### config.mk
export PLATFORM = sky130hd
export DESIGN_NAME = tkrll_cell
export DESIGN_NICKNAME = d
export VERILOG_FILES = /design/src/rtl/tkrll_pkg.sv /design/src/rtl/tkrll_cell.sv
export SDC_FILE = /design/constraint.sdc
export NUM_CORES = 1
export LEC_CHECK = 0
export BUFFER_PORTS_ARGS = -buffer_cell sky130_fd_sc_hd__buf_2
export CAP_MARGIN = 20
export CORE_AREA = 4 4 213 215
export DETAILED_ROUTE_END_ITERATION = 10
export DIE_AREA = 0 0 217 219
export PLACE_DENSITY = 0.46
export SLEW_MARGIN = 30
export SYNTH_ARGS = -nofsm -noshare
export SYNTH_HDL_FRONTEND = slang
export SYNTH_SLANG_ARGS = --single-unit
export TNS_END_PERCENT = 1
### constraint.sdc
create_clock -name clock -period 3.1 [get_ports clock]
set_clock_uncertainty 0.15 [all_clocks]
set_input_delay 0.31 -clock clock [delete_from_list [all_inputs] [get_ports clock]]
set_output_delay 0.31 -clock clock [all_outputs]
set_load 0.1 [all_outputs]
### src/rtl/tkrll_pkg.sv
`default_nettype none
package tkrll_pkg;

   localparam int SCORE_W  = 31;
   localparam int ID_W     = 31;
   localparam int PERIOD_W = 10;
   localparam int VOL_W    = 24;
   localparam int CAP_W    = 25;
   localparam int RANK_W   = 7;

   localparam logic [1:0] CRIT_VOLUME   = 2'd0;
   localparam logic [1:0] CRIT_PER_LANE = 2'd1;
   localparam logic [1:0] CRIT_RATIO    = 2'd2;

   typedef struct packed {
      logic [SCORE_W-1:0]  score;
      logic [ID_W-1:0]     link;
      logic [ID_W-1:0]     from_node;
      logic [ID_W-1:0]     to_node;
      logic [PERIOD_W-1:0] period;
      logic [VOL_W-1:0]    volume;
      logic [CAP_W-1:0]    capacity;
   } entry_type;

endpackage
`default_nettype wire

### src/rtl/tkrll_cell.sv
`default_nettype none
module tkrll_cell (
   input  wire                    clock,
   input  wire                    reset,
   input  wire                    ins,
   input  tkrll_pkg::entry_type   cand,
   input  wire                    prev_taken,
   input  tkrll_pkg::entry_type   prev_entry,
   output logic                   taken,
   output tkrll_pkg::entry_type   entry
);
   import tkrll_pkg::*;
   entry_type ent_ff, ent_in;
   logic      here;

   always_comb begin
      here   = cand.score > ent_ff.score;
      taken  = prev_taken | here;
      ent_in = ent_ff;
      if (ins) begin
         if (prev_taken) ent_in = prev_entry;
         else if (here)  ent_in = cand;
      end
   end

   always_ff @(posedge clock) begin
      if (reset) ent_ff <= '0;
      else       ent_ff <= ent_in;
   end

   assign entry = ent_ff;
endmodule
`default_nettype wire
# [Yosys cells after proc, flatten, opt, wreduce, memory -nomap -nowiden]
# Index checks and enable logic that the tools add are counted.
[totals] regBits=183 latch_bits=0 mem_bits_rw=0 romBits=0 in_bits=370 output_inout_bits=184 elab_cells=13 memories=0
[op_classes] addsub=0 mul=0 n_div=0 magnitude_cmp=1 eq_ne=0 n_shift=0 muxes=2 bitwise_logic=1 n_reduce_logical=2
[ops] operator="2-to-1 mux 183 bit" n=2
[ops] operator="greater-than comparator 31 bit" n=1
[ops] operator="AND reduction 2 bit" n=1
[ops] operator="nonzero test 2 bit" n=1
[ops] operator="bitwise OR 1 bit" n=1

# [Logic depth before layout (Yosys ltp)]
# Gate-level depths: netlist (run 1).
[logic_depth] ltp_word=3 mapped_depth=10 mapped_depth_nobuf=8

# [Worst setup path before layout (run 1)]
# No wires, ideal clock.
[synth_path] path_type="register to register" from="register ent_ff, in the netlist entry[182]" to="register ent_ff, in the netlist entry[127]" setup_ns=0.189 arrival_ns=3.556 required_ns=2.761 path_slack_ns=-0.795 path_stages_with_launch=10 n_path_buf=1 synth_period_minus_slack_ns=3.895 path_cell_list="dfxtp_1 -> inv_1 -> ha_1 -> nand4_2 -> nor4_4 -> a2111oi_4 -> a31oi_1 -> and2_1 -> clkbuf_1 -> a311oi_1"
[synth_via] elab_chain_len=3
[synth_rtl] element="start: declaration" line="tkrll_cell.sv:13" text="entry_type ent_ff, ent_in;"
[synth_rtl] element="start signal: assignment" line="tkrll_cell.sv:28" text="else ent_ff <= ent_in;"
[synth_rtl] element="greater-than comparator 31 bit" line="tkrll_cell.sv:17" text="here = cand.score > ent_ff.score;"
[synth_rtl] element="nonzero test 2 bit (no line)"
[synth_rtl] element="AND reduction 2 bit (no line)"
# No other way between the ends.
# A chain may end at the register's enable or synchronous reset.

# [Worst setup path after layout (run 1)]
[layout_path] from="register ent_ff, in the netlist entry[181]" to="output taken"
[layout_via] elab_chain_len=2
[layout_rtl] element="greater-than comparator 31 bit" line="tkrll_cell.sv:17"
[layout_rtl] element="bitwise OR 1 bit" line="tkrll_cell.sv:18" text="taken = prev_taken | here;"
[layout_rtl] element="end: declaration" line="tkrll_cell.sv:9" text="output logic taken,"
# No other way between the ends.

==> results.sh, run 1 <==
export IMPL_hold_viol=0
export IMPL_layout_setup_ws_ns=0.0976
export IMPL_crit_type="reg2out"
export IMPL_fin_crit_sh_pct=96.9
export IMPL_p_leak_nw=6.55
export IMPL_cts_tree="done"
export IMPL_yosys_area_top_type_share_pct=39.1
export IMPL_tightest_slew_ns=1.06
export IMPL_rows=77
export IMPL_synth_nets=1370
export IMPL_io_pins=554
export IMPL_final_util_pct=32.0
export IMPL_numPortBuffers=553
export IMPL_grt_start_max_net_pins=183
export IMPL_coreArea_um2=43700
export IMPL_synth_seq_cells=183
export IMPL_cts_root_buf="clkbuf_16"
export IMPL_endpoint_kind="primary output"
export IMPL_cts_buffers=17
export IMPL_grt_pass1_vias=9839
export IMPL_largest_register_ffs=183
export IMPL_nNetsFinal=1871
export IMPL_dpl_hpwl_mm=29.2
export IMPL_syn_area_um2=9370
export IMPL_register_area_um2=3690
export IMPL_vias=10000
export IMPL_dp_slack_ns=0.0475
export IMPL_grt_usage_pct=15.7
export IMPL_dp_cells=2021
export IMPL_relSlewSlack_pct=29.2
export IMPL_synth_cell_type_count=34
export IMPL_crit_top_cell="buf_12"
export IMPL_setup_viol=0
export IMPL_netlist_instances=969
export IMPL_layout_commonest_cell="buf_2"
export IMPL_ys_seq_area_share_pct=39.1
export IMPL_h_tree_depth=4
export IMPL_clk_pin_slew_ns=0.07
export IMPL_crit_chain="inv_1 -> ha_1 -> nand4_4 -> nor4_4 -> buf_4 -> a2111oi_4 -> nand4_1 -> and2_4 -> buf_12 -> buf_12"
export IMPL_multi_input_area_um2=5270
export IMPL_avgSynthCellArea_um2=9.67
export IMPL_area_delta_synth_final_pct=49.5
export IMPL_cts_path_max_buffers=2
export IMPL_fp_dieW_um=217
export IMPL_yosysTopAreaCell="dfxtp_1"
export IMPL_overflow=0
export IMPL_fin_cells=2076
export IMPL_status="finished, final reports clean"
export IMPL_grt_setup_unrepaired="true"
export IMPL_crit_fanout=3
export IMPL_drive_gt1_share_pct=47.2
export IMPL_yosysWarnings=0
export IMPL_dieArea_um2=47500
export IMPL_hold_buffers=0
export IMPL_cp_arrival_ns=2.54
export IMPL_drc=0
export IMPL_critical_path_slowest_cell="dfxtp_2"
export IMPL_setup_tns_ns=0
export IMPL_start_util_pct=21.4
export IMPL_gp_congestion=0.894
export IMPL_cts_sinks=183
export IMPL_irDropWorstVdd_v=0.000255
export IMPL_first_pass_iters=5
export IMPL_insertion_delay_ns=0.46
export IMPL_dr_first_iter_drc_count=600
export IMPL_routedWlPerCell_um=20.2
export IMPL_grt_pass1_wl_mm=58.5
export IMPL_yosys_top_cells_area="dfxtp_1 39%, mux2i_1 20%, a311oi_1 17%"
export IMPL_slowest_delay_ns=0.35
export IMPL_num_fill_cells=4673
export IMPL_die_h_um=219
export IMPL_path_buf_inv=4
export IMPL_drv_cap=0
export IMPL_min_path_type="in2reg"
export IMPL_total_power_mw=9.50
export IMPL_p_per_area_nw_per_um2=678
export IMPL_crit_family="simple AND/OR/NAND/NOR gates"
export IMPL_fmax_ghz=0.333
export IMPL_antenna_found_initial=5
export IMPL_start_kind="flop"
export IMPL_layout_common_cells="549 x buf_2, 183 x mux2i_1, 181 x a311oi_1"
export IMPL_worstPathRequired_ns=2.64
export IMPL_fin_crit_ns=3.00
export IMPL_drt_wl_total_mm=41.9
export IMPL_ant_nets=0
export IMPL_slew_violations=0
export IMPL_vias_per_cell=4.84
==> metrics by stage <==
stage | hold slack, ns | instance area, µm²
floorplan | 0.386 | 9400
global placement | 0.349 | 12800
detailed placement | 0.358 | 12800
CTS | 0.00278 | 13600
global route | 0.0290 | 14000
finish | 0.0494 | 14000
==> Yosys cell counts (all sizes together) <==
library cell,instances
nand3b,1
nand2,8
nor4,1
nor2b,1
buf,31
a211oi,3
dfxtp,183
a311oi,183
a31oi,1
and4,1
and2,1
a2111oi,1
nand4,4
a221oi,1
clkbuf,90
mux2,1
a21o,1
a21oi,191
mux2i,183
nor2,8
nor3,1
ha,31
o21a,1
o31ai,1
a2bb2oi,1
inv,32
nand4b,1
o21ai,5
nand3,2
==> routing by layer <==
metal  share of wire, %  GRT usage (%)  wire length (µm)
met5                  0              0                 0
met1                 41           19.3             17100
met4                1.5           4.01               641
met3                7.8           5.05              3250
met2                 50           26.6             20900
==> tightest hold or removal path: cells and delay by family <==
| family | cells | cell delay [ns] |
|---|---|---|
| mux | 1 | 0.12 |
| compound gates | 1 | 0.09 |
| buf+inv | 1 | 0.09 |
==> power breakdown <==
group / switching, mW / internal [mW]
registers: 0.162 / 2.65
clock network: 1.00 / 1.42
logic: 3.24 / 1.02
==> cell type report <==
type,count,share of cell area (%)
diodes,1,0.0179
clock inverters,10,1.20
flip-flops and latches,183,26.4
inverters,32,0.858
repair buffers,603,25.2
clock buffers,22,3.39
well taps,592,5.29
multi-input cells,633,37.6
==> path summary, 6_finish.rpt <==
kind / from / endpoint / slack (ns) / cells after the start
setup / recovery: entry[181] / taken / 0.1 / 10
hold / removal: prev_entry[171] / entry[171] / 0.05 / 3
setup reg to reg: entry[181] / entry[95] / 0.18 / 13
hold reg to reg: entry[60] / entry[60] / 0.35 / 2
==> kinds of logic after synthesis <==
| group | Yosys count | share of synthesized area (%) |
|---|---|---|
| multiplexers | 184 | 19.7 |
| AND/OR/NAND/NOR | 29 | 1.76 |
| buffers and inverters | 153 | 6.64 |
| adder cells (fa/ha/maj) | 31 | 4.14 |
| flip-flops | 183 | 39.1 |
| AO/OA/AOI/OAI | 389 | 28.7 |
==> repair_timing <==
action / CTS / global route
resized for setup: 7 / 44
setup endpoints to repair: 1 / 178
setup buffers: 11 / 3
pin swaps: 5 / 6
cloned: 1 / 8
No activity file was read; power rests on OpenSTA's default activity.
==> inputs of run 2 (changes only) <==
--- a/config.mk
+++ b/config.mk
@@ -10,7 +10,8 @@
 export CORE_AREA = 4 4 213 215
 export DETAILED_ROUTE_END_ITERATION = 10
 export DIE_AREA = 0 0 217 219
-export PLACE_DENSITY = 0.46
+export PLACE_DENSITY = 0.48
+export SKIP_LAST_GASP = 1
 export SLEW_MARGIN = 30
 export SYNTH_ARGS = -nofsm -noshare
 export SYNTH_HDL_FRONTEND = slang
==> constraint.sdc (replaced) <==
create_clock -name clock -period 2.53 [get_ports clock]
set_clock_uncertainty 0.15 [all_clocks]
set_input_delay 0.253 -clock clock [delete_from_list [all_inputs] [get_ports clock]]
set_output_delay 0.253 -clock clock [all_outputs]
set_load 0.1 [all_outputs]
==> results.sh, run 2 (synthesized netlist as in run 1, its figures left out) <==
export IMPL_start_util_pct=21.4
export IMPL_dp_slack_ns=-0.378
export IMPL_hold_viol=0
export IMPL_fin_cells=2325
export IMPL_reg2reg_to="entry[52]"
export IMPL_io_pins=554
export IMPL_setup_tns_ns=-42.08
export IMPL_tightest_slew_ns=1.01
export IMPL_start_kind="flop"
export IMPL_relSlewSlack_pct=32.8
export IMPL_worstPathRequired_ns=2.13
export IMPL_gp_congestion=0.761
export IMPL_first_pass_iters=4
export IMPL_cts_buffers=17
export IMPL_fin_crit_sh_pct=116
export IMPL_largest_register_ffs=183
export IMPL_crit_fanout=3
export IMPL_grt_start_max_net_pins=183
export IMPL_drv_cap=0
export IMPL_p_switching_mw=5.40
export IMPL_pwr_share_clk_pct=22.0
export IMPL_cts_sinks=183
export IMPL_p_comb_share_pct=48.2
export IMPL_cts_path_max_buffers=2
export IMPL_layout_commonest_cell="buf_2"
export IMPL_drt_wl_total_mm=42.8
export IMPL_fp_dieW_um=217
export IMPL_layout_common_cells="549 x buf_2, 216 x dlygate4sd3_1, 191 x a21oi_1"
export IMPL_worstRegToRegCells=11
export IMPL_dr_first_iter_drc_count=505
export IMPL_ff2ff_setup_slack_ns=-0.32
export IMPL_min_path_type="in2reg"
export IMPL_grt_usage_pct=16.9
export IMPL_p_seq_share_pct=29.7
export IMPL_fin_area_um2=16300
export IMPL_drc=0
export IMPL_p_leak_nw=7.53
export IMPL_endpoint_kind="primary output"
export IMPL_p_per_area_nw_per_um2=711
export IMPL_crit_type="reg2out"
export IMPL_cp_startpoint="entry[179]"
export IMPL_dpl_hpwl_mm=30.1
export IMPL_irDropWorstVdd_v=0.000410
export IMPL_status="finished, violations left"
export IMPL_dieArea_um2=47500
export IMPL_layout_setup_ws_ns=-0.401
export IMPL_sw_frac_of_total_pct=46.7
export IMPL_clk_pin_slew_ns=0.07
export IMPL_register_area_um2=3740
export IMPL_h_tree_depth=4
export IMPL_grt_pass1_vias=11000
export IMPL_die_h_um=219
export IMPL_final_util_pct=37.2
export IMPL_drive_gt1_share_pct=41.9
export IMPL_endpoint="taken"
export IMPL_holdWs_ns=0.0223
export IMPL_setup_viol=184
export IMPL_cts_root_buf="clkbuf_16"
export IMPL_nNetsFinal=2123
export IMPL_routedWlPerCell_um=18.4
export IMPL_dp_cells=2068
export IMPL_fin_crit_ns=2.93
export IMPL_coreArea_um2=43700
export IMPL_fmax_ghz=0.341
export IMPL_violations="setup timing"
export IMPL_grt_pass1_wl_mm=63.3
export IMPL_antenna_found_initial=3
export IMPL_p_int_mw=6.16
export IMPL_rows=77
export IMPL_cp_arrival_ns=2.53
export IMPL_num_fill_cells=4459
export IMPL_multi_input_area_um2=5240
export IMPL_vias=11100
export IMPL_numPortBuffers=553
export IMPL_area_delta_synth_final_pct=73.5
export IMPL_total_power_mw=11.6
export IMPL_grt_setup_unrepaired="true"
export IMPL_ant_nets=0
export IMPL_placed_area_um2=13300
export IMPL_insertion_delay_ns=0.46
export IMPL_slew_violations=0
export IMPL_cts_tree="done"
export IMPL_overflow=0
export IMPL_vias_per_cell=4.77
export IMPL_regToRegStartpoint="entry[179]"
run 2: critical path, stage by stage, from the launching register on:
cell and delay, ns:
dfxtp_4 0.35, inv_2 0.05, ha_4 0.27, nand4_4 0.12, nor4_4 0.40, buf_4 0.17, and4_4 0.20, a31oi_1 0.04
and2_4 0.19, buf_12 0.13, buf_12 0.15
run 2: how the worst min path moves through the flow:
stage,start,endpoint,slack (ns),cells after the start
floorplan,reset,entry[136],0.33,2
global route,cand[141],entry[141],0.004,3
CTS,prev_entry[178],entry[178],0.0001,3
detailed placement,entry[101],entry[101],0.35,2
finish,cand[141],entry[141],0.02,3
global placement,entry[5],entry[5],0.34,2
run 2: power groups by stage:
stage / combinational [mW] / sequential [mW] / clock, mW
after floorplan: 1.33 / 6.03 / 0
after global placement: 5.14 / 3.48 / 0
after detailed placement: 5.17 / 3.49 / 0
after CTS: 5.55 / 3.43 / 2.67
after global routing: 5.86 / 3.47 / 2.77
final: 5.57 / 3.43 / 2.55
run 2: final cells by class:
class / instances / area share, %
tap: 592 / 4.56
inverter: 32 / 0.754
clock inverter: 7 / 0.285
multi-input combinational: 633 / 32.2
antenna: 1 / 0.0154
timing repair buffer: 855 / 36.1
sequential: 183 / 23.0
clock buffer: 22 / 2.99
run 2: what timing repair did:
action,in CTS,in global routing
gates resized for setup,18,12
endpoints found under the hold margin,117,0
endpoints found under the setup margin,184,184
cloned,0,1
setup buffers,5,5
pin swaps,9,11
hold buffers,216,0
run 2: layer usage:
metal | track usage [%] | wire, µm
met3 | 5.08 | 3170
met4 | 5.49 | 822
met5 | 0 | 0
met1 | 20.2 | 17400
met2 | 29.1 | 21300
