[config.mk]
export PLATFORM = sky130hd
export DESIGN_NAME = tkrll_div
export DESIGN_NICKNAME = d
export VERILOG_FILES = /design/src/rtl/tkrll_div.sv
export SDC_FILE = /design/constraint.sdc
export NUM_CORES = 1
export LEC_CHECK = 0
export BUFFER_PORTS_ARGS = -buffer_cell sky130_fd_sc_hd__clkbuf_2
export CORE_UTILIZATION = 45
export DETAILED_ROUTE_END_ITERATION = 8
export HOLD_SLACK_MARGIN = 0.15
export PLACE_DENSITY = 0.69
export SETUP_SLACK_MARGIN = 0.4
export SLEW_MARGIN = 20
export SYNTH_ARGS = -nofsm -noshare
export SYNTH_HDL_FRONTEND = slang
export SYNTH_SLANG_ARGS = --single-unit
export TNS_END_PERCENT = 1
[constraint.sdc]
create_clock -name clock -period 8.2 [get_ports clock]
set_clock_uncertainty 0.15 [all_clocks]
set_input_delay 1.23 -clock clock [delete_from_list [all_inputs] [get_ports clock]]
set_output_delay 1.23 -clock clock [all_outputs]
set_load 0.005 [all_outputs]
[src/rtl/tkrll_div.sv]
`default_nettype none
module tkrll_div (
   input  wire         clock,
   input  wire         reset,
   input  wire         start,
   input  wire  [47:0] dividend,
   input  wire  [47:0] divisor,
   output logic        done,
   output logic [47:0] quotient
);
   logic [47:0] rem_ff, rem_in, quo_ff, quo_in, den_ff, den_in;
   logic [5:0]  cnt_ff, cnt_in;
   logic        busy_ff, busy_in, done_ff, done_in;
   logic [48:0] trial;

   always_comb begin
      rem_in  = rem_ff;
      quo_in  = quo_ff;
      den_in  = den_ff;
      cnt_in  = cnt_ff;
      busy_in = busy_ff;
      done_in = 1'b0;
      trial   = {rem_ff, quo_ff[47]} - {1'b0, den_ff};
      if (start) begin
         rem_in  = '0;
         quo_in  = dividend;
         den_in  = divisor;
         cnt_in  = 6'd0;
         busy_in = 1'b1;
      end else if (busy_ff) begin
         if (!trial[48]) begin
            rem_in = trial[47:0];
            quo_in = {quo_ff[46:0], 1'b1};
         end else begin
            rem_in = {rem_ff[46:0], quo_ff[47]};
            quo_in = {quo_ff[46:0], 1'b0};
         end
         cnt_in = cnt_ff + 6'd1;
         if (cnt_ff == 6'd47) begin
            busy_in = 1'b0;
            done_in = 1'b1;
         end
      end
   end

   always_ff @(posedge clock) begin
      rem_ff <= rem_in;
      quo_ff <= quo_in;
      den_ff <= den_in;
      cnt_ff <= cnt_in;
      if (reset) begin
         busy_ff <= 1'b0;
         done_ff <= 1'b0;
      end else begin
         busy_ff <= busy_in;
         done_ff <= done_in;
      end
   end

   assign done     = done_ff;
   assign quotient = quo_ff;
endmodule
`default_nettype wire

Word level (Yosys, flattened, before mapping)
Index checks and enable logic that the tools add are counted.
{ "word_totals": {"ff_bits": 152, "latchBits": 0, "ram_bits": 0, "rom_bits": 0, "in_bits": 99, "out_inout_bits": 49, "wordCells": 20, "memories": 0} }
{ "op_classes": {"n_addsub": 2, "n_mul": 0, "div_mod_pow": 0, "order_cmp": 0, "eq_ne": 1, "n_shift": 0, "muxes": 8, "n_bitwise": 1, "n_reduce_logical": 2} }
{ "op_table": {"columns": ["cell", "n"], "rows": [
  ["two-way mux 48 bit", 3],
  ["subtractor 49 x 48 -> 49 bit", 1],
  ["adder 6 x 1 -> 6 bit, second input constant", 1],
  ["== test 6 bit, second input constant", 1],
  ["two-way mux 1 bit", 5],
  ["OR reduction 3 bit", 1],
  ["nonzero test 2 bit", 1],
  ["inverter 1 bit", 1]
]} }

Depth between registers and ports, before layout
Gate-level depths: netlist of run 1.
{ "logic_depth": {"depth_word": 4, "ltp_mapped": 15, "mapped_depth_nobuf": 13} }

Least setup slack after synthesis of run 1
No wires, ideal clock.
{ "synth_path": {"path_type": "input to register", "start": "input start", "end": "register quo_ff[0] (netlist: quotient[0]), enable pin", "setup_ps": 402, "arrival_ps": 2777, "setup_slack_ps": 4870, "stages": 4, "path_buffers": 2, "cell_sequence": "clkbuf_1 nor2_1 clkbuf_1 inv_1"} }
{ "synth_via": {"elab_chain_len": 1} }
{ "synth_rtl": {"columns": ["item", "line_no", "text"], "rows": [
  ["start: declaration", "5", "input wire start,"],
  ["nonzero test 2 bit (no source line)", null, null],
  ["end signal: assignment", "48", "quo_ff <= quo_in;"],
  ["end: declaration", "11", "logic [47:0] rem_ff, rem_in, quo_ff, quo_in, den_ff, den_in;"]
]} }
No other way between the ends.
A chain may end at the register's enable or synchronous reset.

Final worst setup path of run 1
{ "layout_path": {"start": "register quo_ff[47] (netlist: quotient[47])", "end": "register rem_ff[27]"} }
{ "layout_via": {"elab_chain_len": 2} }
{ "layout_rtl": {"columns": ["item", "line_no", "text"], "rows": [
  ["subtractor 49 x 48 -> 49 bit", "23", "trial = {rem_ff, quo_ff[47]} - {1'b0, den_ff};"],
  ["two-way mux 48 bit", "31", "if (!trial[48]) begin"],
  ["end signal: assignment", "47", "rem_ff <= rem_in;"],
  ["end: declaration", "11", null]
]} }
No other way between the ends.

==> results of run 1 <==
-- logic make-up (layout without fill, tap and decap cells) --
kind of cell	Yosys count	count (layout)	synth area share
buf+inv	112	251	0.0508
fa+ha+maj	50	50	0.0722
compound gates	219	219	0.171
xor+xnor	47	47	0.0487
flops	152	152	0.457
mux	50	50	0.0638
simple gates	263	263	0.137
-- placed cells by master, fill, tap and decap left out, types with 4 or more instances in the layout --
cell and count:
inv_1 64, inv_8 9, xnor2_1 28, buf_4 8
nor2_1 65, o21ai_0 41, a21o_1 19, edfxtp_1 96
xor2_1 17, clkbuf_2 146, nand4_1 15, and3_1 7
a31oi_1 7, o21bai_1 10, a311oi_1 32, a32oi_1 4
ha_1 49, dfxtp_1 55, o211ai_1 9, nand3_1 17
nor2b_1 7, a21oi_1 56, o31ai_1 4, nand2b_1 12
o311ai_0 5, clkbuf_16 17, nand2_1 106, mux2_2 47
o21a_1 5, a41oi_1 4, nor3_1 13, or3_1 6
-- state kept, by name, indices dropped and copies added (netlist names) --
| name | flops |
|---|---|
| quotient | 48 |
| den_ff | 48 |
| cnt_ff | 6 |
| busy_ff | 1 |
| done | 1 |
| rem_ff | 48 |
-- power breakdown --
| part | leakage [nW] | switching (mW) | internal, mW |
|---|---|---|---|
| clock network | 0.287 | 0.380 | 0.412 |
| registers | 1.41 | 0.0362 | 0.885 |
| logic | 2.67 | 0.239 | 0.181 |
| total | 4.37 | 0.655 | 1.48 |
-- metal layers --
metal / up-vias / part of all wire / global-route usage
met4: 0 / 0.014 / 0.0623
met2: 128 / 0.48 / 0.346
met3: 21 / 0.035 / 0.0422
met1: 3288 / 0.47 / 0.272
met5: - / 0 / 0
li1: 3505 / - / -
-- stage by stage --
| stage | util | hold slack [ns] | total power, mW | area (sq um) | worst slack (ns) |
|---|---|---|---|---|---|
| final | 0.544 | 0.334 | 2.13 | 10300 | 4.09 |
| after global routing | 0.544 | 0.366 | 2.23 | 10300 | 3.80 |
| after detailed placement | 0.513 | 0.326 | 1.35 | 9690 | 4.14 |
| after floorplan | - | 0.303 | 1.23 | 8770 | 4.87 |
| after global placement | 0.513 | 0.321 | 1.35 | 9690 | 4.27 |
| after CTS | 0.544 | 0.338 | 2.15 | 10300 | 4.08 |
-- worst max-delay path: cells and delay by family (launching register included) --
kind / cells / cell delay [ns]
AO/OA/AOI/OAI: 4 / 1.15
buffers and inverters: 2 / 0.50
flip-flops: 1 / 0.34
adder cells (fa/ha/maj): 2 / 0.61
AND/OR/NAND/NOR: 5 / 0.70
XOR/XNOR: 1 / 0.53
-- path summary, 6_finish.rpt --
kind,startpoint,to
setup / recovery,quotient[47],rem_ff[27]
hold / removal,rem_ff[22],rem_ff[22]
setup reg to reg,quotient[47],rem_ff[27]
hold reg to reg,rem_ff[22],rem_ff[22]
-- area by class of cell --
class,instances,share of cell area
multi-input combinational,629,0.421
clock buffer,17,0.0414
inverter,65,0.0237
timing repair buffer,154,0.0769
clock inverter,15,0.0162
tap,260,0.0316
sequential,152,0.389
==> results.sh, run 1 <==
export IMPL_status="completed"
export IMPL_seq_area_frac_synth=0.457
export IMPL_setup_worst_path_end_class="flop"
export IMPL_die_w_um=142
export IMPL_fin_tns_setup_ns=0
export IMPL_cts_tree="yes"
export IMPL_cts_resized=0
export IMPL_overflow=0
export IMPL_synthTopCellsByArea="edfxtp_1 33%, dfxtp_1 13%, ha_1 7.0%"
export IMPL_finalSetupViolations=0
export IMPL_synth_top_area_frac=0.329
export IMPL_gp_congestion=0.866
export IMPL_wl_per_cell_um=15.6
export IMPL_dpl_hpwl_um=14600
export IMPL_clk_pin_slew_ns=0.07
export IMPL_maxSlewViolCount=0
export IMPL_grt_pass1_vias=6602
export IMPL_drive_gt1_frac=0.237
export IMPL_grt_usage=0.207
export IMPL_dr_total_vias=6942
export IMPL_dpl_cell_count=1260
export IMPL_synth_top_area_cell="edfxtp_1"
export IMPL_drt_first_pass_iters=5
export IMPL_cp_slowest_cell="xor2_4"
export IMPL_setup_worst_path_start_class="flop"
export IMPL_power_density_nw_per_um2=207
export IMPL_synth_async_reset_ratio=0
export IMPL_die_area_sq_um=20000
export IMPL_synth_most_common_cell="nand2_1"
export IMPL_h_tree_depth=4
export IMPL_ys_warn_count=0
export IMPL_irDropWorstVdd_v=0.000139
export IMPL_post_cts_setup_buffer_count=0
export IMPL_crit_top_cell="nor4_2"
export IMPL_clock_latency_ns=0.44
export IMPL_dieHeight_um=142
export IMPL_synth_edff_count=96
export IMPL_syn_num_nets=1042
export IMPL_fin_cells=1292
export IMPL_worstHoldPathCells=2
export IMPL_fin_nets=1168
export IMPL_max_freq_mhz=243
export IMPL_timing_slew_headroom=0.312
export IMPL_arrival_ns=4.29
export IMPL_drtAntennaViolNets=0
export IMPL_critical_path_cell_chain="inv_1 > ha_1 > fa_1 > nand2b_1 > a21oi_1 > nor4_2 > o311ai_1 > nor4_2 > nor2_2 > a31oi_4 > xor2_4 > buf_4 > nand2_1 > a311oi_1"
export IMPL_ff2ff_path_depth=14
export IMPL_viasPerCell=5.37
export IMPL_critPathKind="flop to flop"
export IMPL_period_share=0.501
export IMPL_cts_buffers=17
export IMPL_io_pins=148
export IMPL_syn_to_final_growth_pct=17.3
export IMPL_hold_path_class="flop to flop"
export IMPL_grt_antenna_before_repair=0
export IMPL_cts_buffer_depth=2
export IMPL_ys_seq_elements=152
export IMPL_crit_required_ns=8.38
export IMPL_r2r_slack_ns=4.09
export IMPL_port_buffers=147
export IMPL_start_util=0.464
export IMPL_n_fill_cell=1749
export IMPL_multi_input_area_sq_um=4330
export IMPL_finalCriticalPeriod_ns=4.11
export IMPL_synth_cell_types=59
export IMPL_syn_area_per_cell_sq_um=9.82
export IMPL_synth_flop_cell="edfxtp_1"
export IMPL_grt_pass1_wl_um=32700
export IMPL_route_detailed_drc=0
export IMPL_hold_buffers=0
export IMPL_rows=50
export IMPL_grt_start_max_net_pins=59
export IMPL_seq_area_sq_um=4010
export IMPL_slowest_delay_ns=0.53
export IMPL_drt_iter0_markers=505
export IMPL_cts_root_buffer="clkbuf_16"
export IMPL_leakage_nw=4.37
export IMPL_hold_violations=0
export IMPL_rsz0062_at_grt="no"
export IMPL_cap_violations=0
export IMPL_crit_fanout=32
export IMPL_cts_sinks=152
export IMPL_worst_slew_pin_slew_ns=1.03
export IMPL_syn_cell_area_sq_um=8770
export IMPL_synthTopCellsByCount="106 x nand2_1, 96 x edfxtp_1, 65 x inv_1, 65 x nor2_1"
export IMPL_diodes=0
export IMPL_drt_wl_total_um=20200
export IMPL_core_sq_um=18900
export IMPL_syn_inst=893
Note: power is estimated with default switching activity, not from simulation.
==> run 2, diff against run 1 <==
clock period = 4 ns   (was 8.2 ns; I/O delays follow)
==> run 2 against run 1 <==
Compared with the run above:
- routed wire length increased by 3.8%
- clock-buffer cell count is the same
- sequential power rose by 110%
- largest power group unchanged
- setup slack lost 3.6 ns
- critical endpoint is now rem_ff[34]
- critical path type unchanged
- flip-flop and latch count unchanged
==> results.sh, run 2 (synthesis gave the netlist of run 1 again) <==
export IMPL_status="completed"
export IMPL_route_detailed_drc=0
export IMPL_clkPwrFrac=0.370
export IMPL_maxSlewViolCount=0
export IMPL_drt_wl_total_um=21000
export IMPL_netSwitchingPower_mw=1.37
export IMPL_grt_start_max_net_pins=137
export IMPL_grt_pass1_wl_um=33900
export IMPL_dieHeight_um=142
export IMPL_setup_worst_path_start_class="flop"
export IMPL_cts_sinks=152
export IMPL_drt_first_pass_iters=5
export IMPL_power_density_nw_per_um2=418
export IMPL_worst_slew_pin_slew_ns=1.04
export IMPL_crit_required_ns=4.17
export IMPL_die_area_sq_um=20000
export IMPL_syn_to_final_growth_pct=21.0
export IMPL_dr_total_vias=7189
export IMPL_viasPerCell=5.49
export IMPL_cap_violations=0
export IMPL_final_common_cell="clkbuf_2"
export IMPL_setup_worst_path_end_class="flop"
export IMPL_finalCriticalPeriod_ns=3.49
export IMPL_timing_slew_headroom=0.308
export IMPL_grt_pass1_vias=6934
export IMPL_dp_slack_ns=0.0509
export IMPL_layout_setup_ws_ns=0.510
export IMPL_die_w_um=142
export IMPL_h_tree_depth=4
export IMPL_period_share=0.872
export IMPL_rsz0062_at_grt="yes"
export IMPL_design_area_sq_um=10600
export IMPL_cts_tree="yes"
export IMPL_layout_common_cells="146 x clkbuf_2, 106 x nand2_1, 96 x edfxtp_1"
export IMPL_hold_path_class="input port to flop"
export IMPL_grt_antenna_before_repair=0
export IMPL_drt_iter0_markers=449
export IMPL_port_buffers=147
export IMPL_diodes=0
export IMPL_cts_buffer_depth=2
export IMPL_leakage_nw=4.50
export IMPL_cts_buffers=17
export IMPL_sw_frac_of_total=0.309
export IMPL_seqPwrFrac=0.426
export IMPL_fin_nets=1185
export IMPL_dpl_cell_count=1265
export IMPL_wl_per_cell_um=16.0
export IMPL_gp_congestion=0.912
export IMPL_internal_power_mw=3.07
export IMPL_start_util=0.464
export IMPL_grt_usage=0.214
export IMPL_crit_fanout=15
export IMPL_fin_cells=1309
export IMPL_drive_gt1_frac=0.259
export IMPL_cts_root_buffer="clkbuf_16"
export IMPL_final_util=0.561
export IMPL_overflow=0
export IMPL_hold_violations=0
export IMPL_critPathKind="flop to flop"
export IMPL_clock_latency_ns=0.44
export IMPL_placed_area_sq_um=9780
export IMPL_dpl_hpwl_um=14600
export IMPL_finalSetupViolations=0
export IMPL_irDropWorstVdd_v=0.000278
export IMPL_arrival_ns=3.66
export IMPL_core_sq_um=18900
export IMPL_drtAntennaViolNets=0
export IMPL_power_frac_comb=0.204
export IMPL_io_pins=148
export IMPL_clk_pin_slew_ns=0.08
export IMPL_max_freq_mhz=287
export IMPL_rows=50
export IMPL_fin_tns_setup_ns=0
run 2: cell count changes in the layout (fill, tap and decap cells not counted), moves of 2 or more:
cell and delta:
buf_4 +9, a311oi_1 -2, buf_12 +7, a311oi_2 +2
clkinv_8 +4, inv_8 -5
run 2: path summary, 6_finish.rpt:
path                      from    endpoint  slack (ns)  depth (start not counted)
setup / recovery  quotient[47]  rem_ff[34]        0.51                         17
hold / removal     divisor[19]  den_ff[19]        0.18                          1
setup reg to reg  quotient[47]  rem_ff[34]        0.51                         17
hold reg to reg      cnt_ff[5]   cnt_ff[5]        0.35                          2
run 2: per-stage QoR:
| stage | total power [mW] | hold WS (ns) |
|---|---|---|
| 2_1_floorplan | 2.52 | 0.303 |
| 3_3_place_gp | 2.78 | 0.322 |
| 3_5_place_dp | 2.79 | 0.328 |
| 4_1_cts | 4.45 | 0.168 |
| 5_1_grt | 4.63 | 0.168 |
| 6_report | 4.44 | 0.184 |
run 2: power by group through the flow:
stage / combinational, mW / sequential, mW / clock [mW]
after floorplan: 0.611 / 1.91 / 0
after global placement: 0.863 / 1.92 / 0
after detailed placement: 0.870 / 1.92 / 0
after CTS: 0.888 / 1.89 / 1.67
after global routing: 1.00 / 1.90 / 1.72
final: 0.906 / 1.89 / 1.64
run 2: per-layer routing:
layer  track usage  routed length (um)
met1         0.276                9520
met2         0.359                9950
met3        0.0432                 989
met4        0.0713                 497
met5             0                   0
run 2: layout make-up:
type | instances | area, sq um
Fill cell | 1730 | 8290
Multi-Input combinational cell | 630 | 4410
Sequential cell | 152 | 4010
Timing Repair Buffer | 170 | 998
Clock buffer | 17 | 425
Tap cell | 260 | 325
Inverter | 65 | 244
Clock inverter | 15 | 193
run 2: worst max-delay path, stage by stage, from the launching register on:
cell	delay (ns)
edfxtp_1	0.35
inv_1	0.07
ha_2	0.19
fa_2	0.35
nand2b_4	0.17
a21oi_4	0.16
nor4_2	0.07
o311ai_1	0.31
buf_4	0.19
nor4_2	0.04
nor2_2	0.16
a31oi_4	0.12
buf_12	0.16
xor2_4	0.15
buf_4	0.18
buf_12	0.14
and3_1	0.15
a221o_1	0.25
run 2: what timing repair did:
item | 4_1_cts | 5_1_grt
resized for setup | 1 | 10
hold endpoints to repair | 0 | 0
cloned | 1 | 0
hold buffers | 0 | 0
endpoints found under the setup margin | 44 | 48
buffers inserted | 5 | 6
pin swaps | 1 | 7
==> run 3, diff against run 2 <==
CTS_CLUSTER_DIAMETER = 30   (was not set)
SKIP_CTS_REPAIR_TIMING = 1   (was not set)
clock period = 4.5 ns   (was 4 ns; I/O delays follow)
==> run 3 against run 2 <==
Compared with the run above:
- clock-buffer cell count stayed put
- non-clock buffer count decreased by 14
- flip-flop and latch count is the same
- die area unchanged
- combinational power fell by 15%
- clock power down 10%
==> results.sh, run 3 (synthesis gave the netlist of run 1 again) <==
export IMPL_fin_total_pwr_mw=3.92
export IMPL_grt_antenna_before_repair=0
export IMPL_crit_required_ns=4.68
export IMPL_port_buffers=147
export IMPL_critPathKind="flop to flop"
export IMPL_finalSetupViolations=0
export IMPL_netSwitchingPower_mw=1.17
export IMPL_clkPwrFrac=0.375
export IMPL_fin_cells=1294
export IMPL_grt_util_met3=0.0429
export IMPL_use_met2=0.351
export IMPL_crit_top_cell="nor4_2"
export IMPL_setup_worst_path_end_class="flop"
export IMPL_arrival_ns=3.99
export IMPL_busiest_layer="met2"
export IMPL_fin_nets=1170
export IMPL_dpl_cell_count=1262
export IMPL_layout_common_cells="146 x clkbuf_2, 106 x nand2_1, 96 x edfxtp_1"
export IMPL_die_w_um=142
export IMPL_final_common_cell="clkbuf_2"
export IMPL_grt_start_max_net_pins=84
export IMPL_io_pins=148
export IMPL_hold_path_class="input port to flop"
export IMPL_diodes=0
export IMPL_wl_per_cell_um=15.5
export IMPL_grt_pass1_wl_um=32800
export IMPL_irDropWorstVdd_v=0.000249
export IMPL_power_density_nw_per_um2=379
export IMPL_power_frac_comb=0.198
export IMPL_timing_slew_headroom=0.475
export IMPL_drt_first_pass_iters=4
export IMPL_core_sq_um=18900
export IMPL_placed_area_sq_um=9720
export IMPL_die_area_sq_um=20000
export IMPL_period_share=0.845
export IMPL_drive_gt1_frac=0.240
export IMPL_drt_iter0_markers=552
export IMPL_fin_tns_setup_ns=0
export IMPL_syn_to_final_growth_pct=18.0
export IMPL_r2r_slack_ns=0.70
export IMPL_rsz0062_at_grt="no"
export IMPL_max_freq_mhz=263
export IMPL_worst_slew_pin_slew_ns=0.788
export IMPL_slowest_delay_ns=0.40
export IMPL_cts_buffer_depth=2
export IMPL_dieHeight_um=142
export IMPL_setup_worst_path_start_class="flop"
export IMPL_crit_buf_inv=2
export IMPL_sw_frac_of_total=0.298
export IMPL_route_detailed_drc=0
export IMPL_hold_violations=0
export IMPL_start_util=0.464
export IMPL_crit_fanout=32
export IMPL_cts_root_buffer="clkbuf_16"
export IMPL_drtAntennaViolNets=0
export IMPL_ff2ff_path_depth=14
export IMPL_hold_path_startpoint="reset"
export IMPL_overflow=0
export IMPL_dr_total_vias=7038
export IMPL_r2r_end="rem_ff[3]"
export IMPL_clock_latency_ns=0.43
export IMPL_rr_startpoint="quotient[47]"
export IMPL_gr_usage_met1=0.267
export IMPL_cts_tree="yes"
export IMPL_rows=50
export IMPL_cts_buffers=17
export IMPL_layout_setup_ws_ns=0.696
export IMPL_h_tree_depth=4
export IMPL_clk_pin_slew_ns=0.07
export IMPL_leakage_nw=4.40
export IMPL_cp_top_family="compound AO/OA/AOI/OAI gates"
export IMPL_n_fill_cell=1713
export IMPL_grt_pass1_vias=6687
export IMPL_dpl_hpwl_um=14300
export IMPL_drt_wl_total_um=20100
export IMPL_gp_congestion=0.875
export IMPL_design_area_sq_um=10300
export IMPL_seqPwrFrac=0.427
export IMPL_holdPathEnd="busy_ff"
export IMPL_status="completed"
export IMPL_viasPerCell=5.44
export IMPL_maxSlewViolCount=0
export IMPL_worstHoldPathCells=2
export IMPL_cts_sinks=152
export IMPL_critical_path_cell_chain="inv_1 > ha_1 > fa_1 > nand2b_1 > a21oi_1 > nor4_2 > o311ai_2 > nor4_2 > nor2_2 > a31oi_4 > xor2_4 > buf_4 > or3_1 > a311oi_1"
export IMPL_cap_violations=0
export IMPL_internal_power_mw=2.75
export IMPL_dp_slack_ns=0.637
export IMPL_cp_slowest_cell="fa_1"
export IMPL_grt_usage=0.207
export IMPL_finalCriticalPeriod_ns=3.80
==> run 3: cell types whose count changed in the layout (fill, tap and decap cells not counted), moves of 2 or more <==
cell	delta
a311oi_1	+2
inv_6	+3
a311oi_2	-2
buf_4	-8
clkinv_8	-2
buf_12	-6
==> run 3: routing by layer <==
metal  part of all wire  wire length [um]
met5                  0                 0
met1               0.45              9140
met4              0.013               258
met3              0.046               925
met2               0.49              9790
==> run 3: layout make-up <==
class | instances | area (sq um) | area share
multi-input combinational | 629 | 4340 | 0.419
inverter | 65 | 244 | 0.0236
clock buffer | 17 | 425 | 0.0411
clock inverter | 15 | 193 | 0.0186
timing repair buffer | 156 | 818 | 0.0791
sequential | 152 | 4010 | 0.387
tap | 260 | 325 | 0.0314
==> run 3: worst max path at each step <==
stage                       startpoint          to  slack [ns]  depth (start not counted)
after detailed placement  quotient[47]   rem_ff[3]        0.64                         14
final                     quotient[47]   rem_ff[3]        0.70                         14
after global placement    quotient[47]   rem_ff[3]        0.74                         14
after floorplan           quotient[47]  rem_ff[11]        1.28                         15
after CTS                 quotient[47]   rem_ff[3]        0.55                         14
after global routing      quotient[47]   rem_ff[3]        0.41                         14
==> run 3: power by group through the flow <==
stage	clock network (mW)	registers (mW)	logic, mW
after floorplan	0	1.69	0.543
after global placement	0	1.70	0.761
after detailed placement	0	1.70	0.766
after CTS	1.51	1.67	0.773
after global routing	1.56	1.69	0.863
final	1.47	1.67	0.774
==> run 3: stage by stage <==
stage,hold slack [ns],utilization
floorplan,0.303,-
global placement,0.324,0.515
detailed placement,0.332,0.515
CTS,0.252,0.547
global route,0.246,0.548
finish,0.262,0.548
